## config.mk

```make
export PLATFORM = sky130hd
export DESIGN_NAME = gfcb_mac
export DESIGN_NICKNAME = d
export VERILOG_FILES = /design/src/rtl/gfcb_pkg.sv /design/src/rtl/gfcb_mac.sv
export SDC_FILE = /design/constraint.sdc
export NUM_CORES = 2
export LEC_CHECK = 0
export BUFFER_PORTS_ARGS = -buffer_cell sky130_fd_sc_hd__buf_2
export CORE_UTILIZATION = 45
export CTS_CLUSTER_SIZE = 16
export DETAILED_ROUTE_END_ITERATION = 6
export PLACE_DENSITY = 0.65
export SKIP_LAST_GASP = 1
export SLEW_MARGIN = 40
export SYNTH_ARGS = -nofsm -noshare
export SYNTH_HDL_FRONTEND = slang
export SYNTH_SLANG_ARGS = --single-unit
```

## constraint.sdc

```tcl
create_clock -name i_clk -period 13.08 [get_ports i_clk]
set_input_delay 1.308 -clock i_clk [delete_from_list [all_inputs] [get_ports i_clk]]
set_output_delay 1.308 -clock i_clk [all_outputs]
set_load 0.1 [all_outputs]
```

## src/rtl/gfcb_pkg.sv

```systemverilog
package gfcb_pkg;

    // Default array limits of the frame store.
    localparam int DEF_MAX_ROWS   = 256;
    localparam int DEF_MAX_COLS   = 256;
    localparam int DEF_MAX_RADIUS = 4;

    // Field widths fixed by the interface.
    localparam int PIX_W       = 8;
    localparam int POS_W       = 8;
    localparam int WEIGHT_W    = 16;
    localparam int NUM_WEIGHTS = 5;
    localparam int WIDX_W      = $clog2(NUM_WEIGHTS);

    // Rounding of the window sum, a fixed-point value with 32 fraction bits (Q16.32 at the default radius).
    localparam int FRAC_W = 32;

    // Operation codes of an input transaction.
    localparam logic OP_STORE  = 1'b0;
    localparam logic OP_FILTER = 1'b1;

    // Register reset values.
    localparam logic [8:0]  RST_ROWS   = 9'd256;
    localparam logic [8:0]  RST_COLS   = 9'd256;
    localparam logic [2:0]  RST_RADIUS = 3'd1;
    localparam logic [WEIGHT_W-1:0] RST_W0 = 16'd26145;
    localparam logic [WEIGHT_W-1:0] RST_W1 = 16'd15857;
    localparam logic [WEIGHT_W-1:0] RST_W2 = 16'd3538;
    localparam logic [WEIGHT_W-1:0] RST_W3 = 16'd290;
    localparam logic [WEIGHT_W-1:0] RST_W4 = 16'd9;

    typedef logic [NUM_WEIGHTS-1:0][WEIGHT_W-1:0] t_weights;

    // Control that travels with each window read through the accumulator.
    typedef struct packed {
        logic                valid;
        logic                eol;
        logic                last;
        logic [WEIGHT_W-1:0] wj;
        logic [WEIGHT_W-1:0] wi;
    } t_mac_ctrl;

    // Weight of a window offset magnitude; offsets without a register weigh zero.
    function automatic logic [WEIGHT_W-1:0] weight_sel(t_weights w, logic [3:0] a);
        logic [WEIGHT_W-1:0] res;
        res = '0;
        if (a < 4'(NUM_WEIGHTS)) begin
            res = w[a[WIDX_W-1:0]];
        end
        return res;
    endfunction

endpackage

```

## src/rtl/gfcb_mac.sv

```systemverilog
module gfcb_mac
    import gfcb_pkg::*;
#(
    parameter int MAX_RADIUS = DEF_MAX_RADIUS
) (
    input  logic             i_clk,
    input  logic             i_rst_n,
    input  t_mac_ctrl        i_ctrl,
    input  logic [PIX_W-1:0] i_rdata,
    output logic             o_res_valid,
    output logic [PIX_W-1:0] o_res
);

    localparam int TAPS = 2 * MAX_RADIUS + 1;
    localparam int PRW  = PIX_W + WEIGHT_W;
    localparam int LW   = PRW + $clog2(TAPS);
    localparam int QW   = LW + WEIGHT_W;
    localparam int AW   = QW + $clog2(TAPS);

    t_mac_ctrl         r_s1;
    t_mac_ctrl         r_s2;
    logic [PRW-1:0]    r_s2_prod;
    logic              r_s3_valid;
    logic              r_s3_last;
    logic [WEIGHT_W-1:0] r_s3_wi;
    logic [LW-1:0]     r_s3_line;
    logic [LW-1:0]     r_line;
    logic              r_s4_valid;
    logic              r_s4_last;
    logic [QW-1:0]     r_s4_prod;
    logic [AW-1:0]     r_acc;
    logic              r_fin_valid;
    logic [AW-1:0]     r_fin;

    logic [LW-1:0]     line_sum;
    logic [AW-1:0]     acc_sum;
    logic [AW:0]       rounded;
    logic [AW-FRAC_W:0] whole;

    assign line_sum = r_line + LW'(r_s2_prod);
    assign acc_sum  = r_acc + AW'(r_s4_prod);

    // Stage valids, markers and the control that travels with each read.
    always_ff @(posedge i_clk) begin
        if (!i_rst_n) begin
            r_s1.valid  <= 1'b0;
            r_s2.valid  <= 1'b0;
            r_s3_valid  <= 1'b0;
            r_s4_valid  <= 1'b0;
            r_fin_valid <= 1'b0;
            r_line      <= '0;
            r_acc       <= '0;
        end else begin
            r_s1        <= i_ctrl;
            r_s2        <= r_s1;
            r_s3_valid  <= r_s2.valid && r_s2.eol;
            r_s4_valid  <= r_s3_valid;
            r_fin_valid <= r_s4_valid && r_s4_last;
            // Line sum of one window row.
            if (r_s2.valid) begin
                r_line <= r_s2.eol ? '0 : line_sum;
            end
            // Window sum over all rows.
            if (r_s4_valid) begin
                r_acc <= r_s4_last ? '0 : acc_sum;
            end
        end
    end

    // Payload stages: pixel times column weight, then line times row weight.
    always_ff @(posedge i_clk) begin
        r_s2_prod <= PRW'(i_rdata) * PRW'(r_s1.wj);
        r_s3_line <= line_sum;
        r_s3_wi   <= r_s2.wi;
        r_s3_last <= r_s2.last;
        r_s4_prod <= QW'(r_s3_line) * QW'(r_s3_wi);
        r_s4_last <= r_s3_last;
        r_fin     <= acc_sum;
    end

    // Round half up to an integer and saturate.
    assign rounded = (AW + 1)'(r_fin) + ((AW + 1)'(1) << (FRAC_W - 1));
    assign whole   = rounded[AW:FRAC_W];

    assign o_res_valid = r_fin_valid;
    assign o_res       = (whole > (AW - FRAC_W + 1)'(255)) ? 8'd255 : whole[PIX_W-1:0];

endmodule

```

==> impl_metrics.py <==
metrics = {
    "worst_hold_path": {
        "hold_class": "flip-flop to flip-flop",
    },
    "detailed_routing": {
        "first_iter_violations": 1183,
        "ant_nets": 0,
        "via_per_inst": 5.17,
        "drt_first_pass_iters": 5,
        "met3WireLength_um": 3700,
        "drt_wl_total_um": 64900,
        "vias": 20616,
        "highest-signal-layer": "met4",
        "detail_route.wirelength.met1_um": 29800,
        "routed-wl-met2_um": 30400,
        "drc": 0,
        "wl_per_cell_um": 16.3,
    },
    "layout": {
        "syn_to_final_growth_pct": 6.85,
        "layout-drive-gt1-share_pct": 5.12,
        "fin_nets": 3840,
        "antennaDiodeCount": 0,
        "finalNonFillerCells": 3989,
    },
    "die": {
        "die_h_um": 256,
        "rows": 92,
        "start_util_pct": 45.7,
        "die_w_um": 256,
        "die_area_um2": 65500,
        "io_pins": 54,
        "core_area_um2": 63400,
    },
    "job": {
        "cap_violations": 0,
    },
    "logic_synthesis": {
        "synth_most_common_cell": "inv_1",
        "syn_area_per_cell_um2": 9.23,
        "syn_area_um2": 29000,
        "syn_nets": 3863,
        "synth_top_area_cell": "fa_1",
        "synth_edf_count": 52,
        "synth_top_area_share_pct": 30.9,
        "synth-seq-cells": 264,
        "yosys-top-cells-count": "inv_1 (522), fa_1 (448), nand2_1 (427)",
        "synth_cell_types": 85,
        "yosysWarningCount": 0,
        "synthTopCellsByArea": "fa_1 (31%), dfxtp_1 (15%), ha_1 (9.9%)",
        "synthFlopType": "dfxtp_1",
        "syn-instance-count": 3141,
        "async_reset_ff_share_pct": 0,
        "ys_seq_area_share_pct": 20.0,
    },
    "status": {
        "status": "complete, no violations",
    },
    "placement": {
        "port_buffers": 53,
        "dp.cells": 3931,
        "gp_congestion": 0.877,
        "place_hpwl_um": 50100,
    },
    "critical_path": {
        "crit_chain": "nand2_1 > fa_1 > inv_1 > fa_1 > inv_1 > fa_1 > inv_1 > fa_1 > fa_1 > inv_1 > fa_1 > inv_1 > ha_1 > o21ai_0 > a21oi_1 > o2111ai_1 > a21oi_1 > o2111a_1 > o211ai_1 > a21boi_0 > o21ai_0 > a211oi_1",
        "cp.required_ps": 13560,
        "critical_path_class": "flip-flop to flip-flop",
        "crit_arrival_ps": 7100,
        "cp-start-kind": "flip-flop",
        "crit_path_max_incr_delay_ps": 870,
        "cp_common_cell": "fa_1",
        "cp_max_fo": 16,
        "crit_slowest_cell": "dfxtp_1",
        "endpoint_kind": "flip-flop",
    },
    "clocking": {
        "insertion_delay_ps": 580,
        "holdBufCountCts": 0,
        "ctsResizeCount": 0,
        "clockRootBuffer": "clkbuf_16",
        "clock_sinks": 264,
        "clkTransAtPathRegs_ps": 60,
        "numCtsBuffers": 31,
        "htree_levels": 1,
        "cts_tree": "done",
        "cts_setup_buffers": 0,
        "clockBufferDepth": 3,
    },
    "grt": {
        "grt_overflow": 0,
        "grt_pass1_vias": 21481,
        "grt_start_max_net_pins": 47,
        "grt_pass1_wl_um": 109000,
        "antenna_found_initial": 0,
        "gr-usage-all-layers_pct": 20.4,
    },
    "timing": {
        "finalSetupTns_ps": 0,
        "slew_headroom_pct": 40.9,
        "rsz0062_at_grt": "no",
        "hold_viol": 0,
        "worst_pin_slew_ps": 885,
        "max_freq_ghz": 0.151,
        "timing.final.crit_share_pct": 50.6,
        "report.final.slew_viol_count": 0,
        "skew_ps": 14.1,
        "fin_crit_ps": 6620,
        "setup_viol": 0,
    },
}
[metal layers]
layer	track usage, %	vias up
met5	0	-
met4	3.88	0
met2	34.4	499
met1	27.7	10132
li1	-	9914
met3	3.29	71
[cell type report]
type | instances | area (µm²)
Clock buffer | 39 | 880
Clock inverter | 19 | 129
Fill cell | 6036 | 32400
Inverter | 524 | 1970
Multi-Input combinational cell | 2228 | 20700
Sequential cell | 264 | 5810
Tap cell | 846 | 1060
Timing Repair Buffer | 69 | 388
[logic make-up (layout without fill, tap and decap cells)]
kind of cell	count (synthesis)	count (layout)	share of synthesized area, %
compound gates	446	446	10.6
xor+xnor	122	122	3.68
fa+ha+maj	677	677	40.8
buf+inv	649	651	8.47
flops	264	264	20.0
mux	3	3	0.108
simple gates	980	980	16.3
[path summary, 6_finish.rpt]
kind	start	end	slack [ps]	depth (start not counted)
min	r_s2[1]	r_s3_wi[1]	330	0
max	r_s3_line[7]	r_s4_prod[35]	6460	22
max reg2reg	r_s3_line[7]	r_s4_prod[35]	6460	22
min reg2reg	r_s2[1]	r_s3_wi[1]	330	0
[layout by cell type, fill, tap and decap left out, drive strengths merged, types with 39 or more instances in the layout]
cell type  instances
inv              526
fa               448
nand2            428
and2             265
ha               229
dfxtp            212
nor2             131
a21oi            128
xnor2             83
buf               69
o21ai             63
a21o              55
edfxtp            52
xor2              39
clkbuf            39
[critical path: cells and delay by family (launching register included)]
kind | cells | cell delay [ps]
buffers and inverters | 5 | 240
and+or+nand+nor | 1 | 180
DFF | 1 | 870
adders and majority gates | 7 | 3390
AOI/OAI and AO/OA | 9 | 1810
[flip-flops by register name, summed over array words and instances, names as in the netlist, 16 cells and up]
signal     flops
r_acc         48
r_s4_prod     44
r_s1          35
r_line        28
r_s3_line     28
r_s2_prod     24
r_s2          19
r_fin         17
r_s3_wi       16
[stage by stage]
step                      util, %  area (µm²)  worst slack, ps  hold slack (ps)
after floorplan                 -       29000             7050              310
after global placement       47.2       30000             6340              315
after detailed placement     47.3       30000             6500              319
after CTS                    48.9       31000             6470              329
after global routing         48.9       31000             6100              327
final                        48.9       31000             6460              327
Power is not shown: default switching activity piles up to over one toggle a cycle in this logic, so the estimate is an artifact.
