===== src/rtl/gfcb_pkg.sv =====
package gfcb_pkg;

    // Default array limits of the frame store.
    localparam int DEF_MAX_ROWS   = 256;
    localparam int DEF_MAX_COLS   = 256;
    localparam int DEF_MAX_RADIUS = 4;

    // Field widths fixed by the interface.
    localparam int PIX_W       = 8;
    localparam int POS_W       = 8;
    localparam int WEIGHT_W    = 16;
    localparam int NUM_WEIGHTS = 5;
    localparam int WIDX_W      = $clog2(NUM_WEIGHTS);

    // Rounding of the window sum, a fixed-point value with 32 fraction bits (Q16.32 at the default radius).
    localparam int FRAC_W = 32;

    // Operation codes of an input transaction.
    localparam logic OP_STORE  = 1'b0;
    localparam logic OP_FILTER = 1'b1;

    // Register reset values.
    localparam logic [8:0]  RST_ROWS   = 9'd256;
    localparam logic [8:0]  RST_COLS   = 9'd256;
    localparam logic [2:0]  RST_RADIUS = 3'd1;
    localparam logic [WEIGHT_W-1:0] RST_W0 = 16'd26145;
    localparam logic [WEIGHT_W-1:0] RST_W1 = 16'd15857;
    localparam logic [WEIGHT_W-1:0] RST_W2 = 16'd3538;
    localparam logic [WEIGHT_W-1:0] RST_W3 = 16'd290;
    localparam logic [WEIGHT_W-1:0] RST_W4 = 16'd9;

    typedef logic [NUM_WEIGHTS-1:0][WEIGHT_W-1:0] t_weights;

    // Control that travels with each window read through the accumulator.
    typedef struct packed {
        logic                valid;
        logic                eol;
        logic                last;
        logic [WEIGHT_W-1:0] wj;
        logic [WEIGHT_W-1:0] wi;
    } t_mac_ctrl;

    // Weight of a window offset magnitude; offsets without a register weigh zero.
    function automatic logic [WEIGHT_W-1:0] weight_sel(t_weights w, logic [3:0] a);
        logic [WEIGHT_W-1:0] res;
        res = '0;
        if (a < 4'(NUM_WEIGHTS)) begin
            res = w[a[WIDX_W-1:0]];
        end
        return res;
    endfunction

endpackage


===== src/rtl/gfcb_seq.sv =====
module gfcb_seq
    import gfcb_pkg::*;
#(
    parameter int MAX_ROWS   = DEF_MAX_ROWS,
    parameter int MAX_COLS   = DEF_MAX_COLS,
    parameter int MAX_RADIUS = DEF_MAX_RADIUS,
    localparam int RW  = $clog2(MAX_ROWS),
    localparam int CW  = $clog2(MAX_COLS),
    localparam int NRW = $clog2(MAX_ROWS + 1),
    localparam int NCW = $clog2(MAX_COLS + 1),
    localparam int RDW = $clog2(MAX_RADIUS + 1)
) (
    input  logic           i_clk,
    input  logic           i_rst_n,
    input  logic           i_start,
    input  logic [POS_W-1:0] i_row,
    input  logic [POS_W-1:0] i_col,
    input  logic [RDW-1:0] i_radius,
    input  logic [NRW-1:0] i_rows,
    input  logic [NCW-1:0] i_cols,
    input  t_weights       i_weights,
    output logic [RW+CW-1:0] o_rd_addr,
    output t_mac_ctrl      o_ctrl
);

    localparam int DW  = RDW + 1;
    localparam int MW0 = (POS_W > RW + 1) ? POS_W : RW + 1;
    localparam int MW1 = (MW0 > CW + 1) ? MW0 : CW + 1;
    localparam int PW  = MW1 + 2;

    logic                   r_busy;
    logic signed [DW-1:0]   r_di;
    logic signed [DW-1:0]   r_dj;
    logic [RDW-1:0]         r_rad;
    logic [POS_W-1:0]       r_row;
    logic [POS_W-1:0]       r_col;

    logic signed [DW-1:0]   rad_s;
    logic signed [DW-1:0]   start_off;
    logic [DW-1:0]          abs_di;
    logic [DW-1:0]          abs_dj;
    logic signed [PW-1:0]   pos_r;
    logic signed [PW-1:0]   pos_c;
    logic signed [PW-1:0]   lim_r;
    logic signed [PW-1:0]   lim_c;
    logic signed [PW-1:0]   clp_r;
    logic signed [PW-1:0]   clp_c;

    assign rad_s     = $signed(DW'(r_rad));
    assign start_off = -$signed(DW'(i_radius));

    // Walk the window row by row, one pixel read per cycle.
    always_ff @(posedge i_clk) begin
        if (!i_rst_n) begin
            r_busy <= 1'b0;
        end else if (i_start) begin
            r_busy <= 1'b1;
            r_di   <= start_off;
            r_dj   <= start_off;
            r_rad  <= i_radius;
            r_row  <= i_row;
            r_col  <= i_col;
        end else if (r_busy) begin
            if (r_dj == rad_s) begin
                r_dj <= -rad_s;
                if (r_di == rad_s) begin
                    r_busy <= 1'b0;
                end else begin
                    r_di <= r_di + DW'(1);
                end
            end else begin
                r_dj <= r_dj + DW'(1);
            end
        end
    end

    // Clamp each window position to the frame on its own.
    always_comb begin
        pos_r = $signed(PW'(r_row)) + PW'(r_di);
        pos_c = $signed(PW'(r_col)) + PW'(r_dj);
        lim_r = $signed(PW'(i_rows));
        lim_c = $signed(PW'(i_cols));
        if (pos_r < 0) begin
            clp_r = '0;
        end else if (pos_r >= lim_r) begin
            clp_r = lim_r - PW'(1);
        end else begin
            clp_r = pos_r;
        end
        if (pos_c < 0) begin
            clp_c = '0;
        end else if (pos_c >= lim_c) begin
            clp_c = lim_c - PW'(1);
        end else begin
            clp_c = pos_c;
        end
    end

    assign o_rd_addr = {clp_r[RW-1:0], clp_c[CW-1:0]};

    // Weights and row markers for the read issued this cycle.
    assign abs_di = (r_di < 0) ? DW'(-r_di) : DW'(r_di);
    assign abs_dj = (r_dj < 0) ? DW'(-r_dj) : DW'(r_dj);

    always_comb begin
        o_ctrl       = '0;
        o_ctrl.valid = r_busy;
        o_ctrl.eol   = (r_dj == rad_s);
        o_ctrl.last  = (r_dj == rad_s) && (r_di == rad_s);
        o_ctrl.wj    = weight_sel(i_weights, 4'(abs_dj));
        o_ctrl.wi    = weight_sel(i_weights, 4'(abs_di));
    end

endmodule


===== config.mk =====
export PLATFORM = sky130hd
export DESIGN_NAME = gfcb_seq
export DESIGN_NICKNAME = d
export VERILOG_FILES = /design/src/rtl/gfcb_pkg.sv /design/src/rtl/gfcb_seq.sv
export SDC_FILE = /design/constraint.sdc
export NUM_CORES = 1
export LEC_CHECK = 0
export BUFFER_PORTS_ARGS = -buffer_cell sky130_fd_sc_hd__buf_2
export CAP_MARGIN = 25
export CORE_ASPECT_RATIO = 1.4
export CORE_MARGIN = 2
export CORE_UTILIZATION = 41
export CTS_CLUSTER_SIZE = 20
export DETAILED_ROUTE_END_ITERATION = 8
export PLACE_DENSITY_LB_ADDON = 0.25
export REMOVE_ABC_BUFFERS = 1
export SLEW_MARGIN = 0
export SYNTH_ARGS = -nofsm -noshare
export SYNTH_HDL_FRONTEND = slang
export SYNTH_SLANG_ARGS = --single-unit
export TNS_END_PERCENT = 20

===== constraint.sdc =====
create_clock -name i_clk -period 6.28 [get_ports i_clk]
set_input_delay 0 -clock i_clk [delete_from_list [all_inputs] [get_ports i_clk]]
set_output_delay 0 -clock i_clk [all_outputs]
set_load 0.02 [all_outputs]

==> results of run 1 <==
sequential cells by signal, indices dropped and copies added (netlist names):
signal	count
r_col	8
r_row	8
r_di	4
r_dj	4
r_rad	3
r_busy	1
worst paths after layout:
kind,cells past startpoint,endpoint,slack (ns)
hold reg to reg,2,r_dj[0],0.80
setup reg to reg,5,r_di[3],4.03
hold / removal,2,r_busy,0.20
setup / recovery,14,o_rd_addr[6],2.26
cell usage in the layout (no fill, tap or decap), drive strengths merged, types with 4 or more instances in the layout:
| master | instances |
|---|---|
| nand2b | 4 |
| edfxtp | 27 |
| xor2 | 12 |
| nand3 | 6 |
| inv | 39 |
| a22oi | 5 |
| a311oi | 8 |
| nand2 | 65 |
| a21o | 7 |
| a211oi | 20 |
| ha | 43 |
| nor2 | 21 |
| nand4 | 5 |
| xnor2 | 25 |
| mux4 | 32 |
| or3 | 4 |
| o21a | 7 |
| dlygate4sd3 | 19 |
| mux2i | 5 |
| o21ai | 23 |
| nor3 | 10 |
| buf | 180 |
| a21oi | 53 |
what timing repair did:
item	CTS	global route
hold buffers	19	0
endpoints found under the hold margin	19	0
setup buffers	0	0
metrics by stage:
step	hold slack [ns]	instance area, sq um	power [W]
4_1_cts	0.208	5670	0.00110
2_1_floorplan	0.0989	4290	0.000692
3_5_place_dp	0.178	5380	0.000900
5_1_grt	0.224	5690	0.00118
3_3_place_gp	0.177	5370	0.000888
6_report	0.198	5690	0.00110
metal layers:
metal	up-vias	wire (microns)
met1	2193	5240
met4	0	368
met3	33	694
met2	173	7380
met5	-	0
li1	2197	-
final cells by class:
| cell class | count | area, sq um | share of cell area, % |
|---|---|---|---|
| Clock buffer | 3 | 75.1 | 1.32 |
| Clock inverter | 1 | 30.0 | 0.528 |
| Inverter | 39 | 146 | 2.57 |
| Multi-Input combinational cell | 396 | 3310 | 58.3 |
| Sequential cell | 28 | 831 | 14.6 |
| Tap cell | 138 | 173 | 3.04 |
| Timing Repair Buffer | 199 | 1120 | 19.6 |
logic make-up after synthesis:
logic type                 Yosys count  share of synthesized area (%)
adders and majority gates           45                           13.1
buffers and inverters               62                           6.15
DFF                                 28                           18.8
xor gates and xnor gates            37                           7.51
AOI/OAI and AO/OA                  140                           21.8
muxes                               37                           17.8
and+or+nand+nor                    137                           14.8
where the power goes:
group | switching, W | internal (W)
logic | 0.000399 | 0.000280
registers | 0.0000155 | 0.000220
clock network | 0.0000596 | 0.000127
==> results.py, run 1 <==
metrics = {
    "run_status": {
        "outcome": "finished, final reports clean",
    },
    "sta": {
        "period_needed_ns": 4.02,
        "fin_setup_tns_ns": 0,
        "max_freq_mhz": 248,
        "slew_headroom_pct": 41.3,
        "fin_skew_ns": 0.00568,
        "rsz0062_at_grt": "no",
        "tightest_slew_ns": 0.880,
        "setup_violations": 0,
        "period_share_pct": 64.1,
        "slew_viol_final": 0,
        "hold_viol": 0,
        "setup_slack_ns": 2.26,
    },
    "cts": {
        "post_cts_resized": 0,
        "cts_tree": "built",
        "clk_pin_slew_ns": 0.07,
        "cts-htree-levels": 1,
        "clkLatencyLatePin_ns": 0.26,
        "clock_path_buffers": 2,
        "cts_buffers": 3,
        "cts_root_buffer": "clkbuf_16",
        "clock-sinks": 28,
    },
    "die": {
        "fp-row-count": 44,
        "io_pins": 171,
        "start_util_pct": 42.2,
        "dieArea_sq_mm": 0.0116,
        "die_h_microns": 127,
        "fp.coreArea_sq_mm": 0.0105,
        "die_w_microns": 91.7,
    },
    "synth": {
        "synth_top_area_share_pct": 18.4,
        "ys_ff_latch": 28,
        "syn_area_sq_mm": 0.00442,
        "yosys.area.top_type": "edfxtp_1",
        "yosysUniqueCellTypes": 59,
        "synthTopCellsByArea": "edfxtp_1 18%, mux4_2 16%, ha_1 12%, a21oi_1 6.0%, nand2_1 5.5%",
        "synth_commonest_cells": "65 x nand2_1, 53 x a21oi_1, 43 x ha_1",
        "synth_most_common_cell": "nand2_1",
        "ys_seq_area_share_pct": 18.8,
        "ys.warnings.count": 0,
        "synth_edf_count": 27,
        "synth_area_per_cell_sq_um": 9.09,
        "ys.flop_type": "edfxtp_1",
        "ys_async_sr_fraction_pct": 0,
        "postSynthCellCount": 486,
    },
    "placement": {
        "gp_congestion": 0.885,
        "port_buffers": 170,
        "place_ws_ns": 2.38,
        "dp_hpwl_mm": 11.0,
        "place_inst": 779,
    },
    "worst_hold_path": {
        "hold_start": "i_start",
        "min_path_type": "input pin to register",
    },
    "critical_path": {
        "startpoint": "r_dj[0]",
        "cpMostUsedCell": "a21oi_1",
        "path_cells": "buf_4, ha_1, fa_1, a211oi_1, o21ai_0, a21oi_1, o21ai_0, xnor2_1, ha_1, a21oi_1, nand2_1, a21oi_1, a311oi_2, buf_2",
        "critPathArrivalTime_ns": 4.02,
        "path_max_fanout": 24,
        "slowest_delay_ns": 0.44,
        "cp.required_ns": 6.28,
        "endpoint_kind": "output pin",
        "r2r-start": "r_dj[2]",
        "critPathKind": "register to output pin",
        "critical_path.top_delay_family": "compound AO/OA/AOI/OAI gates",
        "cp-start-kind": "register",
        "critPathBufInv": 2,
        "crit_slowest_cell": "fa_1",
    },
    "cells_and_area": {
        "num_antenna_cells": 0,
        "final_cells": 804,
        "nNetsFinal": 832,
        "final_util_pct": 54.4,
        "fillers": 989,
        "areaGrowthSynthToFinish_pct": 28.7,
        "layout-drive-gt1-share_pct": 35.4,
    },
    "routing": {
        "dr_total_vias": 4596,
        "routedWlPerCell_microns": 17.0,
        "vias_per_cell": 5.72,
        "drt_iter0_markers": 184,
        "routed_wl_mm": 13.7,
        "drc": 0,
        "firstDrtPassIters": 4,
        "final_antenna_net_count": 0,
    },
    "global_routing": {
        "busiest_layer": "met2",
        "grt_max_degree": 25,
        "grt_usage_pct": 22.8,
        "grt_first_pass_wirelength_mm": 21.9,
        "first_global_vias": 4666,
        "use_met3_pct": 1.96,
        "grt_use_met1_pct": 26.4,
        "grtUsageMet2_pct": 43.8,
        "grt_overflow": 0,
        "grt_antenna_before_repair": 0,
    },
    "flow_run": {
        "drv_cap": 0,
    },
    "power_and_ir_drop": {
        "ir_drop_mv": 0.138,
        "power_density_mw_per_mm2": 194,
        "leakagePower_nw": 2.59,
    },
}
Power figures use the tool's default switching activity.
==> run 2, diff against run 1 <==
--- a/config.mk
+++ b/config.mk
@@ -5,6 +5,7 @@
 export SDC_FILE = /design/constraint.sdc
 export NUM_CORES = 1
 export LEC_CHECK = 0
+export ABC_AREA = 1
 export BUFFER_PORTS_ARGS = -buffer_cell sky130_fd_sc_hd__buf_2
 export CAP_MARGIN = 25
 export CORE_ASPECT_RATIO = 1.4
==> constraint.sdc (replaced) <==
create_clock -name i_clk -period 3.8 [get_ports i_clk]
set_input_delay 0 -clock i_clk [delete_from_list [all_inputs] [get_ports i_clk]]
set_output_delay 0 -clock i_clk [all_outputs]
set_load 0.02 [all_outputs]
==> run 2 against run 1 <==
  * Clock power is 26% higher
  * Highest routed layer unchanged
  * Design area is 2.6% higher
  * First-iteration DRC count increased by 38%
  * Final cell count up 34%
==> results.py, run 2 <==
metrics = {
    "critical_path": {
        "slowest_delay_ns": 0.61,
        "critPathArrivalTime_ns": 3.45,
        "path_cells": "ha_1, a21oi_1, nand2_1, xor2_1, inv_1, ha_1, nand2_1, inv_1, a21oi_1, nand2_1, nand2_1, nand2_1, nand2_1, nand2_1, nand2_1, nand2_1, nor2_1, buf_2",
        "cpMostUsedCell": "nand2_1",
        "path_max_fanout": 12,
        "critical_path.top_delay_family": "simple AND/OR/NAND/NOR gates",
        "critPathBufInv": 3,
        "endpoint_kind": "output pin",
        "critPathKind": "register to output pin",
        "cp.required_ns": 3.80,
        "r2r_slack_ns": 1.41,
        "cp-start-kind": "register",
        "crit_slowest_cell": "edfxtp_1",
    },
    "synth": {
        "synth_area_per_cell_sq_um": 6.05,
        "syn_area_sq_mm": 0.00461,
        "ys_async_sr_fraction_pct": 0,
        "yosys.area.top_type": "edfxtp_1",
        "synth_top_area_share_pct": 17.6,
        "synth_most_common_cell": "nand2_1",
        "synth_commonest_cells": "177 x nand2_1, 121 x nor2_1, 90 x inv_1",
        "synth_edf_count": 27,
        "ys.warnings.count": 0,
        "ys_ff_latch": 28,
        "ys_seq_area_share_pct": 18.0,
        "ys.flop_type": "edfxtp_1",
        "postSynthCellCount": 763,
        "synthTopCellsByArea": "edfxtp_1 18%, nand2_1 14%, ha_1 12%, nor2_1 9.8%, o21ai_0 8.4%",
        "yosysUniqueCellTypes": 35,
    },
    "global_routing": {
        "grt_max_degree": 46,
        "grt_usage_pct": 22.8,
        "first_global_vias": 5072,
        "grt_antenna_before_repair": 0,
        "grt_first_pass_wirelength_mm": 22.9,
        "grt_overflow": 0,
    },
    "power_and_ir_drop": {
        "pwr-share-clk_pct": 12.5,
        "pwr-share-comb_pct": 66.7,
        "p_int_w": 0.000955,
        "ir_drop_mv": 0.284,
        "swShare_pct": 48.9,
        "seq_power_share_pct": 20.8,
        "power_density_mw_per_mm2": 320,
        "leakagePower_nw": 3.14,
        "switchingPower_w": 0.000913,
    },
    "die": {
        "fp-row-count": 45,
        "fp.coreArea_sq_mm": 0.0109,
        "io_pins": 171,
        "start_util_pct": 42.2,
        "dieArea_sq_mm": 0.0121,
        "die_w_microns": 93.7,
        "die_h_microns": 130,
    },
    "sta": {
        "tightest_slew_ns": 0.971,
        "slew_viol_final": 0,
        "period_share_pct": 90.8,
        "fin_skew_ns": 0.00646,
        "rsz0062_at_grt": "no",
        "slew_headroom_pct": 35.3,
        "max_freq_mhz": 290,
        "setup_violations": 0,
        "hold_viol": 0,
        "period_needed_ns": 3.45,
        "fin_setup_tns_ns": 0,
        "whs_ns": 0.0196,
    },
    "cells_and_area": {
        "fillers": 1166,
        "nNetsFinal": 1102,
        "final_common_cell": "nand2_1",
        "areaGrowthSynthToFinish_pct": 26.5,
        "multiInputGateArea_sq_mm": 0.00326,
        "reg.largest.list": "r_col x8, r_row x8",
        "layout-drive-gt1-share_pct": 22.4,
        "final_area_sq_mm": 0.00584,
        "num_antenna_cells": 0,
        "final_cells": 1077,
        "regArea_sq_um": 831,
        "most-common-layout-cells": "176 x nand2_1, 170 x buf_2, 121 x nor2_1",
        "final_util_pct": 53.4,
    },
    "routing": {
        "final_antenna_net_count": 0,
        "vias_per_cell": 5.04,
        "routed_wl_mm": 14.2,
        "firstDrtPassIters": 5,
        "drc": 0,
        "drt_iter0_markers": 253,
        "routedWlPerCell_microns": 13.2,
        "dr_total_vias": 5426,
    },
    "cts": {
        "clock-sinks": 28,
        "clkLatencyLatePin_ns": 0.26,
        "cts_tree": "built",
        "clk_pin_slew_ns": 0.06,
        "cts-htree-levels": 1,
        "cts_root_buffer": "clkbuf_16",
        "clock_path_buffers": 2,
        "cts_buffers": 3,
    },
    "placement": {
        "place_inst": 1050,
        "dpl-instance-area_sq_mm": 0.00553,
        "gp_congestion": 0.905,
        "dp_hpwl_mm": 10.7,
        "port_buffers": 170,
    },
    "flow_run": {
        "drv_cap": 0,
    },
    "run_status": {
        "outcome": "finished, final reports clean",
    },
    "worst_hold_path": {
        "min_path_type": "input pin to register",
    },
}
## run 2: changes by cell type after synthesis, moves of 7 or more
cell and change:
a211oi_1 -15, a311oi_2 -7, clkbuf_1 +9, inv_1 +51, mux4_2 -32, nand2_1 +112
nand3_1 +30, nor2_1 +100, nor3_1 +23, nor3_2 +9, o21a_1 -7, o21ai_0 +58
xnor2_1 -15
## run 2: final cells by class
class | instances | share of cell area, %
inverters | 96 | 6.22
repair buffers | 200 | 19.3
clock buffers | 4 | 1.35
well taps | 141 | 3.02
multi-input cells | 608 | 55.9
flip-flops and latches | 28 | 14.2
## run 2: per-stage QoR
step	setup slack, ns	power [W]
after floorplan	0.123	0.00123
after global placement	0.635	0.00161
after detailed placement	0.617	0.00162
after CTS	0.326	0.00187
after global routing	0.00760	0.00204
final	0.351	0.00187
## run 2: final timing paths
kind | from | end | cells after the start
max | r_dj[3] | o_rd_addr[2] | 18
min reg2reg | r_busy | r_busy | 2
max reg2reg | r_di[0] | r_di[2] | 8
min | i_rst_n | r_busy | 3
## run 2: per-layer routing
metal | global-route usage, % | share of wire (%) | vias to the layer above
li1 | - | - | 2827
met1 | 28.3 | 42 | 2370
met2 | 42.1 | 50 | 204
met3 | 1.80 | 6.4 | 25
met4 | 6.14 | 2.0 | 0
met5 | 0 | 0 | -
## run 2: kinds of logic (layout without fill, tap and decap cells)
family          count (synthesis)  in the layout  synth area share (%)
compound gates                141            141                  15.9
xor+xnor                       27             27                  5.69
fa+ha+maj                      45             45                  12.5
buf+inv                       127            300                  11.4
flops                          28             28                  18.0
simple gates                  395            395                  36.4
## run 2: power groups by stage
stage | sequential [W] | combinational [W] | clock (W)
2_1_floorplan | 0.000400 | 0.000830 | 0
3_3_place_gp | 0.000395 | 0.00122 | 0
3_5_place_dp | 0.000396 | 0.00122 | 0
4_1_cts | 0.000389 | 0.00124 | 0.000238
5_1_grt | 0.000392 | 0.00140 | 0.000251
6_report | 0.000388 | 0.00125 | 0.000234
## run 2: repair_timing
item                                    CTS  global route
hold buffers                             19             0
setup buffers                             0             4
resized for setup                         0             1
endpoints found under the hold margin    19             0
endpoints found under the setup margin    0             4
## run 2: worst reg2reg max path, delay by kind of cell, from the launching register on
family          cells  cell delay, ns
compound gates      3            0.74
buf+inv             3            0.74
flops               1            0.35
simple gates        2            0.20
